$ cat config.mk
export PLATFORM = sky130hd
export DESIGN_NAME = pcsdp_front
export DESIGN_NICKNAME = d
export VERILOG_FILES = /design/src/rtl/pcsdp_pkg.sv /design/src/rtl/pcsdp_front.sv
export SDC_FILE = /design/constraint.sdc
export NUM_CORES = 1
export LEC_CHECK = 0
export BUFFER_PORTS_ARGS = -buffer_cell sky130_fd_sc_hd__buf_2
export CAP_MARGIN = 20
export CORE_AREA = 2 2 148 150
export DETAILED_ROUTE_END_ITERATION = 16
export DIE_AREA = 0 0 150 152
export GPL_TIMING_DRIVEN = 0
export REMOVE_ABC_BUFFERS = 1
export SLEW_MARGIN = 20
export SYNTH_ARGS = -nofsm -noshare
export SYNTH_HDL_FRONTEND = slang
export SYNTH_SLANG_ARGS = --single-unit
$ cat constraint.sdc
create_clock -name clk -period 3.7 [get_ports clk]
set_clock_uncertainty 0.05 [all_clocks]
set_input_delay 0.925 -clock clk [delete_from_list [all_inputs] [get_ports clk]]
set_output_delay 0.925 -clock clk [all_outputs]
set_load 0.03 [all_outputs]
$ cat src/rtl/pcsdp_pkg.sv
// shared types and constants for the packed code scaled dot product
`default_nettype none

package pcsdp_pkg;

  localparam int LANES       = 4;
  localparam int CODE_W      = 8;
  localparam int ACT_W       = 32;
  localparam int LANE_PROD_W = CODE_W + ACT_W;
  localparam int ACC_W       = 64;
  localparam int WIDE_W      = ACC_W + ACT_W;
  localparam int Q_DEPTH     = 4;
  localparam int Q_AW        = $clog2(Q_DEPTH);
  localparam int IN_DATA_W   = 176;
  localparam int OUT_DATA_W  = 64;
  localparam int FRAC_W      = 16;

  // code width selector values
  localparam logic [1:0] WSEL_2BIT   = 2'd0;
  localparam logic [1:0] WSEL_4BIT   = 2'd1;
  localparam logic [1:0] WSEL_8BIT   = 2'd2;
  localparam logic [1:0] WSEL_UNUSED = 2'd3;
  localparam logic [1:0] WSEL_RESET  = WSEL_4BIT;

  localparam logic [ACC_W-1:0] SAT_POS = {1'b0, {(ACC_W-1){1'b1}}};
  localparam logic [ACC_W-1:0] SAT_NEG = {1'b1, {(ACC_W-1){1'b0}}};

  typedef logic signed [CODE_W-1:0] code_t;
  typedef logic signed [ACT_W-1:0]  act_t;

  // one classified item as it waits in the queue; unused lanes carry code zero
  typedef struct packed {
    code_t [LANES-1:0] codes;
    act_t  [LANES-1:0] acts;
    act_t              row_scale;
    logic              is_last;
  } entry_t;

  typedef enum logic [2:0] {
    ST_IDLE,
    ST_MUL,
    ST_ACC,
    ST_MAG,
    ST_PROD,
    ST_SUM,
    ST_SAT
  } back_state_t;

endpackage

`default_nettype wire

$ cat src/rtl/pcsdp_front.sv
// front end: width register, lane decode and queue push
`default_nettype none

module pcsdp_front (
  input  wire logic                           clk,
  input  wire logic                           rst,
  input  wire logic                           cfg_wr_en,
  input  wire logic [1:0]                     cfg_wr_data,
  input  wire logic                           s_tvalid,
  output logic                                s_tready,
  input  wire logic [pcsdp_pkg::IN_DATA_W-1:0] s_tdata,
  input  wire logic                           s_tlast,
  output logic                                q_push,
  output pcsdp_pkg::entry_t                   q_entry,
  input  wire logic                           q_full
);
  import pcsdp_pkg::*;

  logic [1:0]       code_width_sel;
  logic [7:0]       code_byte;
  logic [2:0]       valid_lanes;
  logic [2:0]       max_lanes;
  logic [2:0]       n_lanes;
  code_t [LANES-1:0] raw_code;

  always_ff @(posedge clk) begin
    if (rst) begin
      code_width_sel <= WSEL_RESET;
    end else if (cfg_wr_en) begin
      code_width_sel <= cfg_wr_data;
    end
  end

  assign code_byte   = s_tdata[7:0];
  assign valid_lanes = s_tdata[138:136];

  always_comb begin
    raw_code = '0;
    unique case (code_width_sel)
      WSEL_2BIT: begin
        max_lanes = 3'd4;
        for (int k = 0; k < LANES; k++) begin
          raw_code[k] = CODE_W'(signed'(code_byte[2*k +: 2]));
        end
      end
      WSEL_4BIT: begin
        max_lanes = 3'd2;
        for (int k = 0; k < 2; k++) begin
          raw_code[k] = CODE_W'(signed'(code_byte[4*k +: 4]));
        end
      end
      default: begin
        // 8-bit codes, also taken for the unused selector value
        max_lanes   = 3'd1;
        raw_code[0] = signed'(code_byte);
      end
    endcase
  end

  assign n_lanes = (valid_lanes > max_lanes) ? max_lanes : valid_lanes;

  always_comb begin
    for (int k = 0; k < LANES; k++) begin
      q_entry.codes[k] = (3'(k) < n_lanes) ? raw_code[k] : '0;
    end
    q_entry.acts[0]   = s_tdata[39:8];
    q_entry.acts[1]   = s_tdata[71:40];
    q_entry.acts[2]   = s_tdata[103:72];
    q_entry.acts[3]   = s_tdata[135:104];
    q_entry.row_scale = s_tdata[170:139];
    q_entry.is_last   = s_tlast;
  end

  assign s_tready = !q_full;
  assign q_push   = s_tvalid && !q_full;

endmodule

`default_nettype wire

==> out/qor.csv, run 1 <==
metric;value;unit
status;finished, final reports clean;
synth_mux_area_share;1.11;%
setup_viol;0;
port_buffers;51;
synth_cells;239;
grt_pass1_wl;34300;µm
layout.nets;303;
swShare;42.2;%
period_minus_slack;3.59;ns
p_leak;0.476;nW
synth-compound-area-share;10.7;%
ys_seq_area_share;2.21;%
dp_cells;391;
multiInputGateArea;434;µm²
cts_sinks;2;
drc;0;
cp-end-kind;output pin;
viasPerCell;3.08;
die_x;150;µm
rsz0062_at_grt;no;
numCtsBuffers;3;
yosys.area_share.simple;8.79;%
antenna_found_initial;3;
ys_ff_latch;2;
area_growth;-34.9;%
synth-main-ff-cell;dfxtp_1;
crit_top_cell;buf_2;
clkPwrFrac;42.9;%
cp.required;2.72;ns
clkLatencyLatePin;0.22;ns
dp_hpwl;31200;µm
fill_cells;2557;
placement_rows;54;
via_count;1220;
cts_tree;done;
final_hold_viol_count;0;
finalMaxSlewViolations;0;
p_per_area;319;mW/mm²
final_cell_mix;51 x buf_2, 15 x a21oi_1, 4 x inv_1, 4 x nor3_1;
avgRoutedWirePerCell;80.0;µm
startpoint;s_tdata[138];
io_pins;379;
register_area;41.3;µm²
critPathKind;primary input to output pin;
power.internal;217;µW
setup_slack;0.114;ns
p_comb_share;49.8;%
synthArstFlopShare;0;%
startpoint_type;primary input;
final_common_cell;buf_2;
grt.total_usage;26.9;%
coreArea;0.0214;mm²
max_clock_freq;279;MHz
rr_startpoint;code_width_sel[0];
power_frac_seq;7.3;%
dr.pass1.iters;4;
ir_drop;84.6;µV
worstMarginPinSlew;0.592;ns
synth.cell_area;0.00181;mm²
clk_pin_slew;0.03;ns
drive_gt1_share;57.0;%
cts_setup_buffers;0;
r2r_setup_slack;2.78;ns
wl;31700;µm
cts-root-buf;clkbuf_16;
dp_slack;-0.240;ns
final_cells;396;
start_util;8.47;%
cp_slowest_cell;ha_1;
synth_edf_count;0;
largest_register_ffs;2;
hold_start;code_width_sel[1];
ant_nets;0;
power;376;µW
hold_path_class;flop to flop;
registers.top_by_ff_count;code_width_sel;
post-route-period-util;96.9;%
fp.dieArea;0.0228;mm²
cap_violations;0;
crit_chain;buf_2 > ha_1 > and3_1 > and3b_1 > o22a_1 > nor3_1 > buf_2;
p_sw;158;µW
path_max_fanout;6;
yosysWarnings;0;
synth_top_family_by_area;buffers and inverters;
syn_area_per_cell;7.56;µm²
relSlewSlack;60.4;%
cts_max_path_buffers;2;
first_global_vias;1032;
max_stage_delay;0.33;ns
reg_top3;code_width_sel: 2 flops;
synth-xor-area-share;0;%
die_y;152;µm
drt_iter0_markers;83;
holdWs;0.581;ns
ctsHtreeMaxLevel;1;
ys_types;28;
synth_adder_area_share;2.08;%
grt_overflow;0;
cp.arrival;2.61;ns
grt_max_degree;11;
routabilityCongestion;1.19;
==> worst paths after layout <==
kind	to	cells after the start
worst max register to register	code_width_sel[0]	2
worst min-delay path	code_width_sel[1]	2
worst min register to register	code_width_sel[1]	2
worst max-delay path	q_entry[169]	7
==> repair_timing <==
item,4_1_cts,5_1_grt
endpoints found under the setup margin,12,14
gates cloned,0,0
pin swaps,0,2
resized for setup,3,4
hold buffers,0,0
==> cells by family (layout without fill, tap and decap cells) <==
group,count (synthesis),in the layout
AND/OR/NAND/NOR,23,23
buffers and inverters,183,58
AO/OA/AOI/OAI,26,26
other,0,2
adder cells (fa/ha/maj),3,3
flip-flops,2,2
multiplexers,2,2
==> synth_stat cells, types with 2 or more instances <==
cell / n / share of area (%)
buf_4: 177 / 73
a21oi_1: 15 / 4.2
nor3_1: 6 / 1.7
inv_1: 4 / 0.83
and3_1: 3 / 1.0
ha_1: 3 / 2.1
nor2_1: 3 / 0.62
nor2b_1: 3 / 1.0
a21boi_1: 2 / 0.83
and2_1: 2 / 0.69
dfxtp_1: 2 / 2.2
mux2i_1: 2 / 1.1
o311ai_0: 2 / 0.97
==> metal layers <==
layer | GRT usage (%) | part of all wire, %
met4 | 8.40 | 4.0
met5 | 8.70 | 0.82
met2 | 55.6 | 59
met3 | 40.5 | 31
met1 | 3.86 | 5.8
==> power by group through the flow <==
stage          Sequential, mW  Clock, mW  Combinational (mW)
4_1_cts                0.0272      0.164               0.185
5_1_grt                0.0279      0.166               0.202
3_5_place_dp           0.0274          0               0.182
3_3_place_gp           0.0274          0               0.181
2_1_floorplan          0.0260          0               0.122
6_report               0.0274      0.161               0.187
==> cell type report <==
type / instances / share of cell area, %
multi-input cells: 54 / 36.9
well taps: 280 / 29.8
repair buffers: 51 / 21.7
clock buffers: 3 / 6.38
flip-flops and latches: 2 / 3.51
inverters: 4 / 1.28
diodes: 2 / 0.426
==> worst max-delay path: cells and delay by family <==
family	cells	cell delay (ns)
AO/OA/AOI/OAI	1	0.29
adder cells (fa/ha/maj)	1	0.33
buffers and inverters	2	0.42
AND/OR/NAND/NOR	3	0.64
==> per-stage QoR <==
step                      setup TNS [ns]  instance area, µm²  utilization [%]
after detailed placement           -2.47                1070             5.01
after global routing                   0                1170             5.50
final                                  0                1180             5.51
after global placement             -1.85                1070             5.01
after floorplan                   -37.16                 464                -
after CTS                              0                1160             5.44
Power figures use the tool's default switching activity.
==> run 2, diff against run 1 <==
CTS_BUF_LIST = sky130_fd_sc_hd__clkbuf_4   (was not set)
==> run 2 against run 1 <==
Effect of this change:
- final cell count shrank 0.51%
- critical endpoint is now q_entry[178]
- clock-buffer cell count unchanged
- highest routed layer unchanged
- register-to-register slack improved by 0.05 ns
- clock power decreased by 70%
- largest power group unchanged
==> out/qor.csv, run 2 (synthesis results as in run 1) <==
metric;value;unit
status;finished, final reports clean;
path_max_fanout;7;
ctsHtreeMaxLevel;1;
grt_max_degree;11;
first_global_vias;1032;
die_y;152;µm
place_area;0.00107;mm²
area_growth;-38.1;%
ir_drop;35.5;µV
finalMaxSlewViolations;0;
rsz0062_at_grt;no;
avgRoutedWirePerCell;80.3;µm
registers.top_by_ff_count;code_width_sel;
p_sw;149;µW
period_minus_slack;3.58;ns
cap_violations;0;
final_cell_mix;51 x buf_2, 15 x a21oi_1, 4 x inv_1, 4 x nor3_1;
wl;31700;µm
startpoint_type;primary input;
holdBufCountCts;0;
drive_gt1_share;57.9;%
holdWs;0.582;ns
ant_nets;0;
layout.nets;303;
final_hold_viol_count;0;
placement_rows;54;
cts-root-buf;clkbuf_4;
fp.dieArea;0.0228;mm²
io_pins;379;
port_buffers;51;
final_common_cell;buf_2;
reg_top3;code_width_sel: 2 flops;
die_x;150;µm
fill_cells;2565;
diodes;0;
dp_hpwl;31200;µm
hold_path_class;flop to flop;
swShare;56.2;%
relSlewSlack;59.7;%
p_comb_share;71.0;%
drt_iter0_markers;92;
cts_max_path_buffers;2;
power_frac_seq;10.4;%
drc;0;
clkLatencyLatePin;0.22;ns
via_count;1214;
cts_sinks;2;
antenna_found_initial;1;
coreArea;0.0214;mm²
start_util;8.47;%
critPathKind;primary input to output pin;
cp.arrival;2.61;ns
p_per_area;236;mW/mm²
cp.required;2.72;ns
finalSetupTns;0;ns
routabilityCongestion;1.19;
worstMarginPinSlew;0.602;ns
dp_slack;-0.240;ns
viasPerCell;3.08;
final_area;0.00112;mm²
grt.total_usage;27.0;%
cts_tree;done;
cts_setup_buffers;0;
power.internal;116;µW
p_leak;0.452;nW
largest_register_ffs;2;
post-route-period-util;96.8;%
cp-end-kind;output pin;
grt_pass1_wl;34400;µm
numCtsBuffers;3;
clk_pin_slew;0.03;ns
clkPwrFrac;18.5;%
final_util;5.24;%
grt_overflow;0;
setup_slack;0.117;ns
dr.pass1.iters;4;
setup_viol;0;
max_clock_freq;279;MHz
[run 2: cell types whose count changed in the layout (fill, tap and decap cells not counted), sizes merged]
cell,before,now
diode,2,0
[run 2: path summary, 6_finish.rpt]
path,from,endpoint,slack (ns),depth (start not counted)
setup / recovery,s_tdata[138],q_entry[178],0.12,7
hold / removal,code_width_sel[1],code_width_sel[1],0.58,2
setup reg to reg,code_width_sel[0],code_width_sel[0],2.83,2
hold reg to reg,code_width_sel[1],code_width_sel[1],0.58,2
[run 2: power by group through the flow]
stage,Clock [mW],Combinational (mW),Sequential (mW)
floorplan,0,0.122,0.0260
global placement,0,0.181,0.0274
finish,0.0491,0.188,0.0277
detailed placement,0,0.182,0.0274
CTS,0.0523,0.187,0.0272
global route,0.0572,0.201,0.0280
[run 2: cell type report]
type / instances / area, µm² / share of cell area (%)
clock buffer: 3 / 22.5 / 2.01
inverter: 4 / 15.0 / 1.34
multi-input combinational: 54 / 434 / 38.8
sequential: 2 / 42.5 / 3.80
tap: 280 / 350 / 31.3
timing repair buffer: 51 / 255 / 22.8
[run 2: per-stage QoR]
step / total power [mW] / std cells
2_1_floorplan: 0.148 / 60
3_3_place_gp: 0.208 / 391
3_5_place_dp: 0.210 / 391
4_1_cts: 0.266 / 394
5_1_grt: 0.286 / 394
6_report: 0.265 / 394
[run 2: timing repair]
action,4_1_cts,5_1_grt
pin swaps,0,2
endpoints found under the setup margin,12,22
gates resized for setup,4,4
cloned,0,0
hold endpoints to repair,0,0
[run 2: metal layers]
layer	part of all wire (%)	vias to the layer above	track usage (%)
met4	4.6	6	8.58
met2	58	394	55.6
met3	30	44	39.5
met1	6.3	426	4.66
li1	-	344	-
met5	0.73	-	6.74
[run 2: worst max-delay path, stage by stage]
cell and delay, ns:
buf_2 0.15, ha_1 0.33, and3_1 0.21, and3b_1 0.17, o22a_1 0.28, nor3_4 0.27, buf_2 0.26
