[src/rtl/pcsdp_pkg.sv]
// shared types and constants for the packed code scaled dot product
`default_nettype none

package pcsdp_pkg;

  localparam int LANES       = 4;
  localparam int CODE_W      = 8;
  localparam int ACT_W       = 32;
  localparam int LANE_PROD_W = CODE_W + ACT_W;
  localparam int ACC_W       = 64;
  localparam int WIDE_W      = ACC_W + ACT_W;
  localparam int Q_DEPTH     = 4;
  localparam int Q_AW        = $clog2(Q_DEPTH);
  localparam int IN_DATA_W   = 176;
  localparam int OUT_DATA_W  = 64;
  localparam int FRAC_W      = 16;

  // code width selector values
  localparam logic [1:0] WSEL_2BIT   = 2'd0;
  localparam logic [1:0] WSEL_4BIT   = 2'd1;
  localparam logic [1:0] WSEL_8BIT   = 2'd2;
  localparam logic [1:0] WSEL_UNUSED = 2'd3;
  localparam logic [1:0] WSEL_RESET  = WSEL_4BIT;

  localparam logic [ACC_W-1:0] SAT_POS = {1'b0, {(ACC_W-1){1'b1}}};
  localparam logic [ACC_W-1:0] SAT_NEG = {1'b1, {(ACC_W-1){1'b0}}};

  typedef logic signed [CODE_W-1:0] code_t;
  typedef logic signed [ACT_W-1:0]  act_t;

  // one classified item as it waits in the queue; unused lanes carry code zero
  typedef struct packed {
    code_t [LANES-1:0] codes;
    act_t  [LANES-1:0] acts;
    act_t              row_scale;
    logic              is_last;
  } entry_t;

  typedef enum logic [2:0] {
    ST_IDLE,
    ST_MUL,
    ST_ACC,
    ST_MAG,
    ST_PROD,
    ST_SUM,
    ST_SAT
  } back_state_t;

endpackage

`default_nettype wire

[src/rtl/pcsdp_queue.sv]
// short queue of classified items between front and back end
`default_nettype none

module pcsdp_queue (
  input  wire logic              clk,
  input  wire logic              rst,
  input  wire logic              push,
  input  wire pcsdp_pkg::entry_t push_entry,
  output logic                   full,
  input  wire logic              pop,
  output pcsdp_pkg::entry_t      pop_entry,
  output logic                   empty
);
  import pcsdp_pkg::*;

  entry_t          slots [Q_DEPTH];
  logic [Q_AW-1:0] wr_ptr;
  logic [Q_AW-1:0] rd_ptr;
  logic [Q_AW:0]   count;

  always_ff @(posedge clk) begin
    if (push) begin
      slots[wr_ptr] <= push_entry;
    end
  end

  always_ff @(posedge clk) begin
    if (rst) begin
      wr_ptr <= '0;
      rd_ptr <= '0;
      count  <= '0;
    end else begin
      if (push) begin
        wr_ptr <= wr_ptr + 1'b1;
      end
      if (pop) begin
        rd_ptr <= rd_ptr + 1'b1;
      end
      case ({push, pop})
        2'b10:   count <= count + 1'b1;
        2'b01:   count <= count - 1'b1;
        default: count <= count;
      endcase
    end
  end

  assign pop_entry = slots[rd_ptr];
  assign full      = (count == (Q_AW+1)'(Q_DEPTH));
  assign empty     = (count == '0);

  a_count_bound: assert property (@(posedge clk) disable iff (rst)
    count <= (Q_AW+1)'(Q_DEPTH))
    else $error("queue count beyond depth");

  a_no_overflow: assert property (@(posedge clk) disable iff (rst)
    full |-> !push)
    else $error("push into full queue");

  a_no_underflow: assert property (@(posedge clk) disable iff (rst)
    empty |-> !pop)
    else $error("pop from empty queue");

endmodule

`default_nettype wire

[config.mk]
export PLATFORM = sky130hd
export DESIGN_NAME = pcsdp_queue
export DESIGN_NICKNAME = d
export VERILOG_FILES = /design/src/rtl/pcsdp_pkg.sv /design/src/rtl/pcsdp_queue.sv
export SDC_FILE = /design/constraint.sdc
export NUM_CORES = 1
export LEC_CHECK = 0
export BUFFER_PORTS_ARGS = -buffer_cell sky130_fd_sc_hd__buf_2
export CAP_MARGIN = 20
export CORE_MARGIN = 2
export CORE_UTILIZATION = 51
export DETAILED_ROUTE_END_ITERATION = 8
export GPL_TIMING_DRIVEN = 1
export PLACE_DENSITY = 0.75
export SETUP_SLACK_MARGIN = 0.02
export SYNTH_ARGS = -nofsm -noshare
export SYNTH_HDL_FRONTEND = slang
export SYNTH_SLANG_ARGS = --single-unit
[constraint.sdc]
create_clock -name clk -period 6.65 [get_ports clk]
set_clock_uncertainty 0.1 [all_clocks]
set_input_delay 1.33 -clock clk [delete_from_list [all_inputs] [get_ports clk]]
set_output_delay 1.33 -clock clk [all_outputs]
set_load 0.02 [all_outputs]
==> out/metrics.yaml, run 1 <==
fin_setup_tns_ns: 0
core_um2: 55200
dieArea_um2: 57800
ys_types: 24
routedWlPerCell_um: 23.4
ys_warn_count: 0
cp-end-kind: "output port"
rsz0062_at_grt: "false"
overflow: 0
worst-setup-path-type: "flip-flop to output port"
first_iter_violations: 746
grt_max_degree: 124
ios: 392
stdcell_area_um2: 33800
tightestPinTransition_ns: 0.927
cp.arrival_ns: 2.94
placed_area_um2: 31200
nFillCells: 3678
vias: 12640
cts_tree: "yes"
p_sw_mw: 2.55
start_util_pct: 51.7
start_kind: "flip-flop"
rows: 86
grt_pass1_wl_mm: 79.9
setup_violations: 0
gp_congestion: 0.733
routed_via_density: 5.46
clockPowerShare_pct: 38.8
synthesis.nets: 1258
hpwl_mm: 31.6
cts.htree.levels: 3
swShare_pct: 22.8
power_density_nw_per_um2: 331
numCtsBuffers: 78
worstPathRequired_ns: 5.22
fin_crit_sh_pct: 65.8
nNetsFinal: 1697
port_buffers: 391
syn_inst: 1055
drtPass1Iterations: 4
post_cts_resized: 0
drive_gt1_share_pct: 43.3
regArea_um2: 23400
die_x_um: 240
cts_hold_buf: 0
clock.fmax_ghz: 0.229
cap_violations: 0
insertion_delay_ns: 0.61
wirelength_mm: 54.1
grt_use_total_pct: 18.7
multi_input_area_um2: 4740
outcome: "finished, final reports clean"
setup_slack_ns: 2.28
layout_commonest_cell: "edfxtp_1"
syn-mean-instance-area_um2: 27.0
root_buffer: "clkbuf_16"
drc: 0
min_period_ns: 4.37
grt_pass1_vias: 13316
critical_path.max_fanout: 80
clkTransAtPathRegs_ns: 0.06
pwr-share-seq_pct: 51.2
synth-seq-area-share_pct: 81.9
peakVddDrop_v: 0.000333
dp_slack_ns: 2.82
antenna_left: 0
hp-class: "flip-flop to flip-flop"
max-clock-path-buffers: 3
syn_area_um2: 28500
pwr-share-comb_pct: 10.0
finalMaxSlewViolations: 0
p_leak_nw: 11.4
slew_headroom_pct: 38.2
p_int_mw: 8.64
final_cell_mix: "772 x edfxtp_1, 391 x buf_2, 151 x mux4_2"
cts.sinks: 781
chipHeight_um: 240
area_growth_pct: 18.6
ys_seq_elements: 781
antenna_found_initial: 18
hold_viol: 0
postCtsSetupBuffers: 0
power by group through the flow:
stage	clock network (mW)	logic, mW	registers [mW]
2_1_floorplan	0	0.760	5.84
3_3_place_gp	0	1.13	5.82
3_5_place_dp	0	1.14	5.83
4_1_cts	4.45	1.15	5.73
5_1_grt	4.63	1.20	5.75
6_report	4.34	1.12	5.73
cell type report:
cell class	count	share of cell area [%]
inverter	6	0.0666
sequential	781	69.1
tap	748	2.77
clock buffer	91	5.91
multi-input combinational	224	14.0
clock inverter	51	1.76
antenna	11	0.0814
timing repair buffer	403	6.31
final timing paths:
check                 start              to  slack, ns  depth (start not counted)
setup / recovery  flip-flop  pop_entry[148]       2.28                          3
hold / removal     count[2]        count[2]       0.42                          2
setup reg to reg  wr_ptr[0]   slots[2][101]       4.19                          4
hold reg to reg    count[2]        count[2]       0.42                          2
metal layers:
| layer | vias up | routed length (µm) | global-route usage [%] |
|---|---|---|---|
| met2 | 387 | 27000 | 30.1 |
| met4 | 18 | 1120 | 5.59 |
| li1 | 5520 | - | - |
| met1 | 6615 | 21200 | 23.8 |
| met5 | - | 115 | 0 |
| met3 | 100 | 4730 | 7.08 |
Yosys cell counts:
library cell  instances  area, µm²
and3_1                1       6.26
fa_1                  1       20.0
xnor2_1               2       17.5
buf_1                 4       15.0
buf_6                12        135
and2_1                4       25.0
nand2_1               1       3.75
nor2_1                8       30.0
mux4_1               42       1100
xor2_1                3       26.3
inv_1                 6       22.5
dfxtp_1               9        180
buf_12                7        140
a21oi_1               2       10.0
mux2i_1               1       10.0
buf_8                 1       15.0
nor3_1                1       5.00
edfxtp_1            772      23200
buf_2                18       90.1
mux4_2              151       3400
clkbuf_1              2       7.51
ha_1                  5       62.6
o21ai_0               1       5.00
or3_1                 1       6.26
critical path: stages, from the launching register on:
cell,delay (ns)
dfxtp_4,0.79
buf_12,0.52
mux4_1,0.69
buf_2,0.19
sequential cells by signal, summed over array words and instances, names as in the netlist, named ones only:
| name | flops |
|---|---|
| count | 3 |
| rd_ptr | 2 |
| slots | 772 |
| wr_ptr | 2 |
per-stage QoR:
step	hold slack, ns	utilization (%)	std cells	power (mW)
after floorplan	0.367	-	1055	6.60
after global placement	0.391	56.5	2162	6.95
after detailed placement	0.408	56.5	2162	6.98
after CTS	0.417	61.2	2304	11.3
after global routing	0.457	61.3	2311	11.6
final	0.422	61.3	2315	11.2
kinds of logic (layout without fill, tap and decap cells):
logic type	after synthesis	count (layout)	share of synthesized area, %
AOI/OAI and AO/OA	3	3	0.0526
xor gates and xnor gates	5	5	0.154
DFF	781	781	81.9
other	0	11	0
buffers and inverters	50	551	1.49
and+or+nand+nor	16	16	0.268
adders and majority gates	6	6	0.290
muxes	194	194	15.8
No activity file was read; power rests on OpenSTA's default activity.
==> run 2, diff against run 1 <==
- clock period: 6.65 -> 4 ns (I/O delays scaled with it)
==> out/metrics.yaml, run 2 (synthesis gave the netlist of run 1 again) <==
slew_headroom_pct: 48.9  # +11 points
fin_setup_tns_ns: 0  # unchanged
cts_tree: "yes"
post_cts_resized: 0  # unchanged
hp-class: "primary input to flip-flop"
drtPass1Iterations: 6  # +2
power_density_nw_per_um2: 543  # +64%
rows: 86  # unchanged
insertion_delay_ns: 0.59  # -0.02 ns
root_buffer: "clkbuf_16"
nNetsFinal: 1732  # +2.1%
cts.sinks: 781  # unchanged
antenna_found_initial: 15  # -3
layoutNonFillerInstCount: 2343  # +1.2%
top_register: "slots"
r2r_end: "slots[2][187]"
p_leak_nw: 11.6  # +1.6%
regArea_um2: 23400  # unchanged
path_cells: "buf_4 > mux4_1 > buf_2"
multi_input_area_um2: 4740  # unchanged
vias: 12931  # +2.3%
area_growth_pct: 19.6
min_period_ns: 3.50
die_x_um: 240  # unchanged
drc: 0  # unchanged
fin_crit_sh_pct: 87.6
dpl.cell_count: 2197  # +1.6%
ios: 392  # unchanged
grt_use_total_pct: 19.8  # +1.1 points
core_um2: 55200  # unchanged
hpwl_mm: 35.4  # +12%
cp.arrival_ns: 2.60  # -0.34 ns
max-clock-path-buffers: 3  # unchanged
clkTransAtPathRegs_ns: 0.06  # about the same
grt_pass1_wl_mm: 83.9  # +5.1%
worst-r2r-cell-count: 4  # unchanged
tightestPinTransition_ns: 0.766  # -0.160 ns
start_kind: "flip-flop"
routed-wl-met2_mm: 29.0  # +7.6%
max_stage_delay_ns: 0.85  # +0.06 ns
numCtsBuffers: 78  # unchanged
rsz0062_at_grt: "false"
gp_congestion: 0.750  # +2.4%
reg.largest.list: "slots x772, count x3"
highest_layer: "met5"
wirelength_mm: 57.0  # +5.3%
clock.fmax_ghz: 0.286
route.met3.wl_mm: 4.48  # -5.3%
outcome: "finished, final reports clean"
finalMaxSlewViolations: 0  # unchanged
routed_via_density: 5.52  # +1.1%
critical_path.max_fanout: 31  # -61%
postCtsSetupBuffers: 0  # unchanged
hold_viol: 0  # unchanged
setup_slack_ns: 0.498  # -1.78 ns
chipHeight_um: 240  # unchanged
final_cell_mix: "772 x edfxtp_1, 391 x buf_2, 151 x mux4_2"
first_iter_violations: 697  # -6.6%
grt_max_degree: 70  # -44%
cts_hold_buf: 0  # unchanged
worst-r2r-setup-slack_ns: 1.90  # -2.29 ns
nFillCells: 3710  # +0.87%
setup_violations: 0  # unchanged
worstPathRequired_ns: 3.10  # -2.12 ns
cp-end-kind: "output port"
worst-setup-path-type: "flip-flop to output port"
r2r_start: "wr_ptr[0]"
cts.htree.levels: 3  # unchanged
layout_commonest_cell: "edfxtp_1"
drive_gt1_share_pct: 44.4  # +1.2 points
wl_met1_mm: 21.9  # +3.6%
routedWlPerCell_um: 24.3  # +4.1%
overflow: 0  # unchanged
port_buffers: 391  # unchanged
start_util_pct: 51.7  # unchanged
antenna_left: 0  # unchanged
cpMaxStageDelayCell: "dfxtp_4"
dp_slack_ns: 1.05  # -1.77 ns
peakVddDrop_v: 0.000631  # +90%
cap_violations: 0  # unchanged
largest_reg_flops: 772  # unchanged
critPathCapture: "pop_entry[122]"
grt_pass1_vias: 13654  # +2.5%
dieArea_um2: 57800  # unchanged
## run 2: changes by cell type in the layout (fill, tap and decap cells not counted), sizes merged
cell / change
diode: -6
clkbuf: -3
buf: +35
bufinv: -3
clkinv: +4
inv: +1
## run 2: report_power, final
part           switching [mW]  internal, mW
registers               0.120          9.40
logic                    1.17         0.792
clock network            2.97          4.06
## run 2: critical path, delay by kind of cell, from the launching register on
kind | cells | cell delay [ns]
buffers and inverters | 2 | 0.55
muxes | 1 | 0.60
DFF | 1 | 0.85
## run 2: area by class of cell
class / instances / share of cell area, %
antenna: 5 / 0.0367
clock buffer: 88 / 5.96
clock inverter: 53 / 1.31
inverter: 6 / 0.0660
multi-input combinational: 224 / 13.9
sequential: 781 / 68.5
tap: 748 / 2.74
timing repair buffer: 438 / 7.47
## run 2: worst min-delay path by stage
stage,start,to,slack (ns),cells after the start
floorplan,count[2],count[2],0.37,2
global placement,count[2],count[2],0.38,2
detailed placement,count[2],count[2],0.42,2
CTS,push_entry[104],slots[2][104],0.26,1
global route,push_entry[103],slots[3][103],0.27,1
finish,push_entry[104],slots[0][104],0.30,1
## run 2: routing by layer
layer,vias up,GRT usage (%)
met3,101,6.11
met4,20,6.64
met5,-,0
li1,5588,-
met1,6810,24.9
met2,412,32.8
## run 2: through the flow
stage	utilization [%]	hold slack [ns]	power, mW	cell area (µm²)
2_1_floorplan	-	0.367	10.9	28500
3_3_place_gp	57.3	0.382	11.6	31600
3_5_place_dp	57.3	0.421	11.7	31600
4_1_cts	61.8	0.256	18.7	34100
5_1_grt	61.8	0.273	19.1	34100
6_report	61.8	0.304	18.5	34100
==> run 3, diff against run 2 <==
- CORE_ASPECT_RATIO: unset -> 1.5
==> out/metrics.yaml, run 3 (synthesis gave the netlist of run 1 again) <==
grt_max_degree: 94  # +34%
area_growth_pct: 18.8
hp-class: "primary input to flip-flop"
grt_pass1_vias: 13669  # +0.11%
placed_area_um2: 31400  # -0.68%
rsz0062_at_grt: "false"
insertion_delay_ns: 0.60  # about the same
worst-r2r-cell-count: 4  # unchanged
min_period_ns: 3.55  # +0.0525 ns
worstPathRequired_ns: 3.10  # about the same
worst-r2r-setup-slack_ns: 1.88  # -0.02 ns
post_cts_resized: 0  # unchanged
cts_tree: "yes"
outcome: "finished, final reports clean"
antenna_found_initial: 19  # +4
root_buffer: "clkbuf_16"
critical_path.max_fanout: 36  # +16%
clock.fmax_ghz: 0.281  # -1.5%
fin_setup_tns_ns: 0  # unchanged
dieArea_um2: 57900  # about the same
grt_use_total_pct: 19.6  # -0.16 points
hold_viol: 0  # unchanged
nNetsFinal: 1709  # -1.3%
numCtsBuffers: 71  # -9.0%
antenna_left: 0  # unchanged
port_buffers: 391  # unchanged
layout_commonest_cell: "edfxtp_1"
die_x_um: 197  # -18%
cp-end-kind: "output port"
cp.arrival_ns: 2.65  # +0.05 ns
critPathCapture: "pop_entry[162]"
largest_reg_flops: 772  # unchanged
routedWlPerCell_um: 24.7  # +1.5%
postCtsSetupBuffers: 0  # unchanged
fin_crit_sh_pct: 88.9  # +1.3 points
stdcell_area_um2: 33900  # -0.63%
overflow: 0  # unchanged
drtPass1Iterations: 5  # -1
first_iter_violations: 688  # -1.3%
vias: 12802  # -1.0%
clkTransAtPathRegs_ns: 0.06  # about the same
chipHeight_um: 294  # +22%
start_util_pct: 51.3  # -0.34 points
tightestPinTransition_ns: 0.754  # -0.0119 ns
wirelength_mm: 56.3  # -1.3%
worst-setup-path-type: "flip-flop to output port"
reg.largest.list: "slots x772, count x3"
cts_hold_buf: 0  # unchanged
core_um2: 55600  # +0.67%
r2r_start: "wr_ptr[0]"
min_from: "push_entry[9]"
grt_pass1_wl_mm: 83.2  # -0.81%
cap_violations: 0  # unchanged
drc: 0  # unchanged
gp_congestion: 0.744  # -0.80%
final_cell_mix: "772 x edfxtp_1, 391 x buf_2, 151 x mux4_2"
start_kind: "flip-flop"
peakVddDrop_v: 0.000516  # -18%
setup_violations: 0  # unchanged
cts.htree.levels: 3  # unchanged
hpwl_mm: 35.3  # -0.12%
max-clock-path-buffers: 3  # unchanged
r2r_end: "slots[2][43]"
p_leak_nw: 11.4  # -1.0%
routed_via_density: 5.62  # +1.8%
drive_gt1_share_pct: 44.1  # -0.28 points
ios: 392  # unchanged
slew_headroom_pct: 49.7  # +0.79 points
finalMaxSlewViolations: 0  # unchanged
rows: 106  # +23%
top_register: "slots"
cts.sinks: 781  # unchanged
power_density_nw_per_um2: 545  # +0.47%
run 3: report_power, final:
group / internal (mW) / switching [mW]
clock: 4.11 / 2.92
combinational: 0.771 / 1.16
sequential: 9.40 / 0.116
run 3: critical path, stage by stage, from the launching register on:
cell     delay [ns]
dfxtp_4        0.80
buf_12         0.35
mux4_1         0.65
buf_2          0.19
run 3: metrics by stage:
step                cells  util (%)  setup WS [ns]  hold WS, ns  total power [mW]
floorplan            1055         -          0.295        0.367              10.9
global route         2277      61.0          0.269        0.271              19.1
detailed placement   2135      56.5          0.986        0.426              11.7
global placement     2135      56.5          0.999        0.379              11.6
CTS                  2266      60.9          0.307        0.258              18.7
finish               2279      61.0          0.445        0.302              18.5
run 3: how the worst min path moves through the flow:
stage / end / slack (ns) / cells after the start
global placement: count[2] / 0.38 / 2
global route: slots[2][98] / 0.27 / 1
floorplan: count[2] / 0.37 / 2
CTS: slots[1][187] / 0.26 / 1
finish: slots[0][9] / 0.30 / 1
detailed placement: count[1] / 0.43 / 2
run 3: metal layers:
metal / GRT usage, % / share of wire, % / routed length, µm / up-vias
met5: 0 / 0.094 / 53 / -
met4: 9.98 / 4.0 / 2260 / 8
met3: 5.15 / 7.0 / 3950 / 106
met2: 33.3 / 53 / 30000 / 431
met1: 23.1 / 36 / 20000 / 6703
li1: - / - / - / 5554
run 3: final cells by class:
| cell class | count | area, µm² |
|---|---|---|
| diodes | 13 | 32.5 |
| fillers | 3726 | 21700 |
| clock inverters | 50 | 603 |
| multi-input cells | 224 | 4740 |
| inverters | 6 | 22.5 |
| repair buffers | 422 | 2390 |
| well taps | 702 | 878 |
| clock buffers | 81 | 1860 |
| flip-flops and latches | 781 | 23400 |
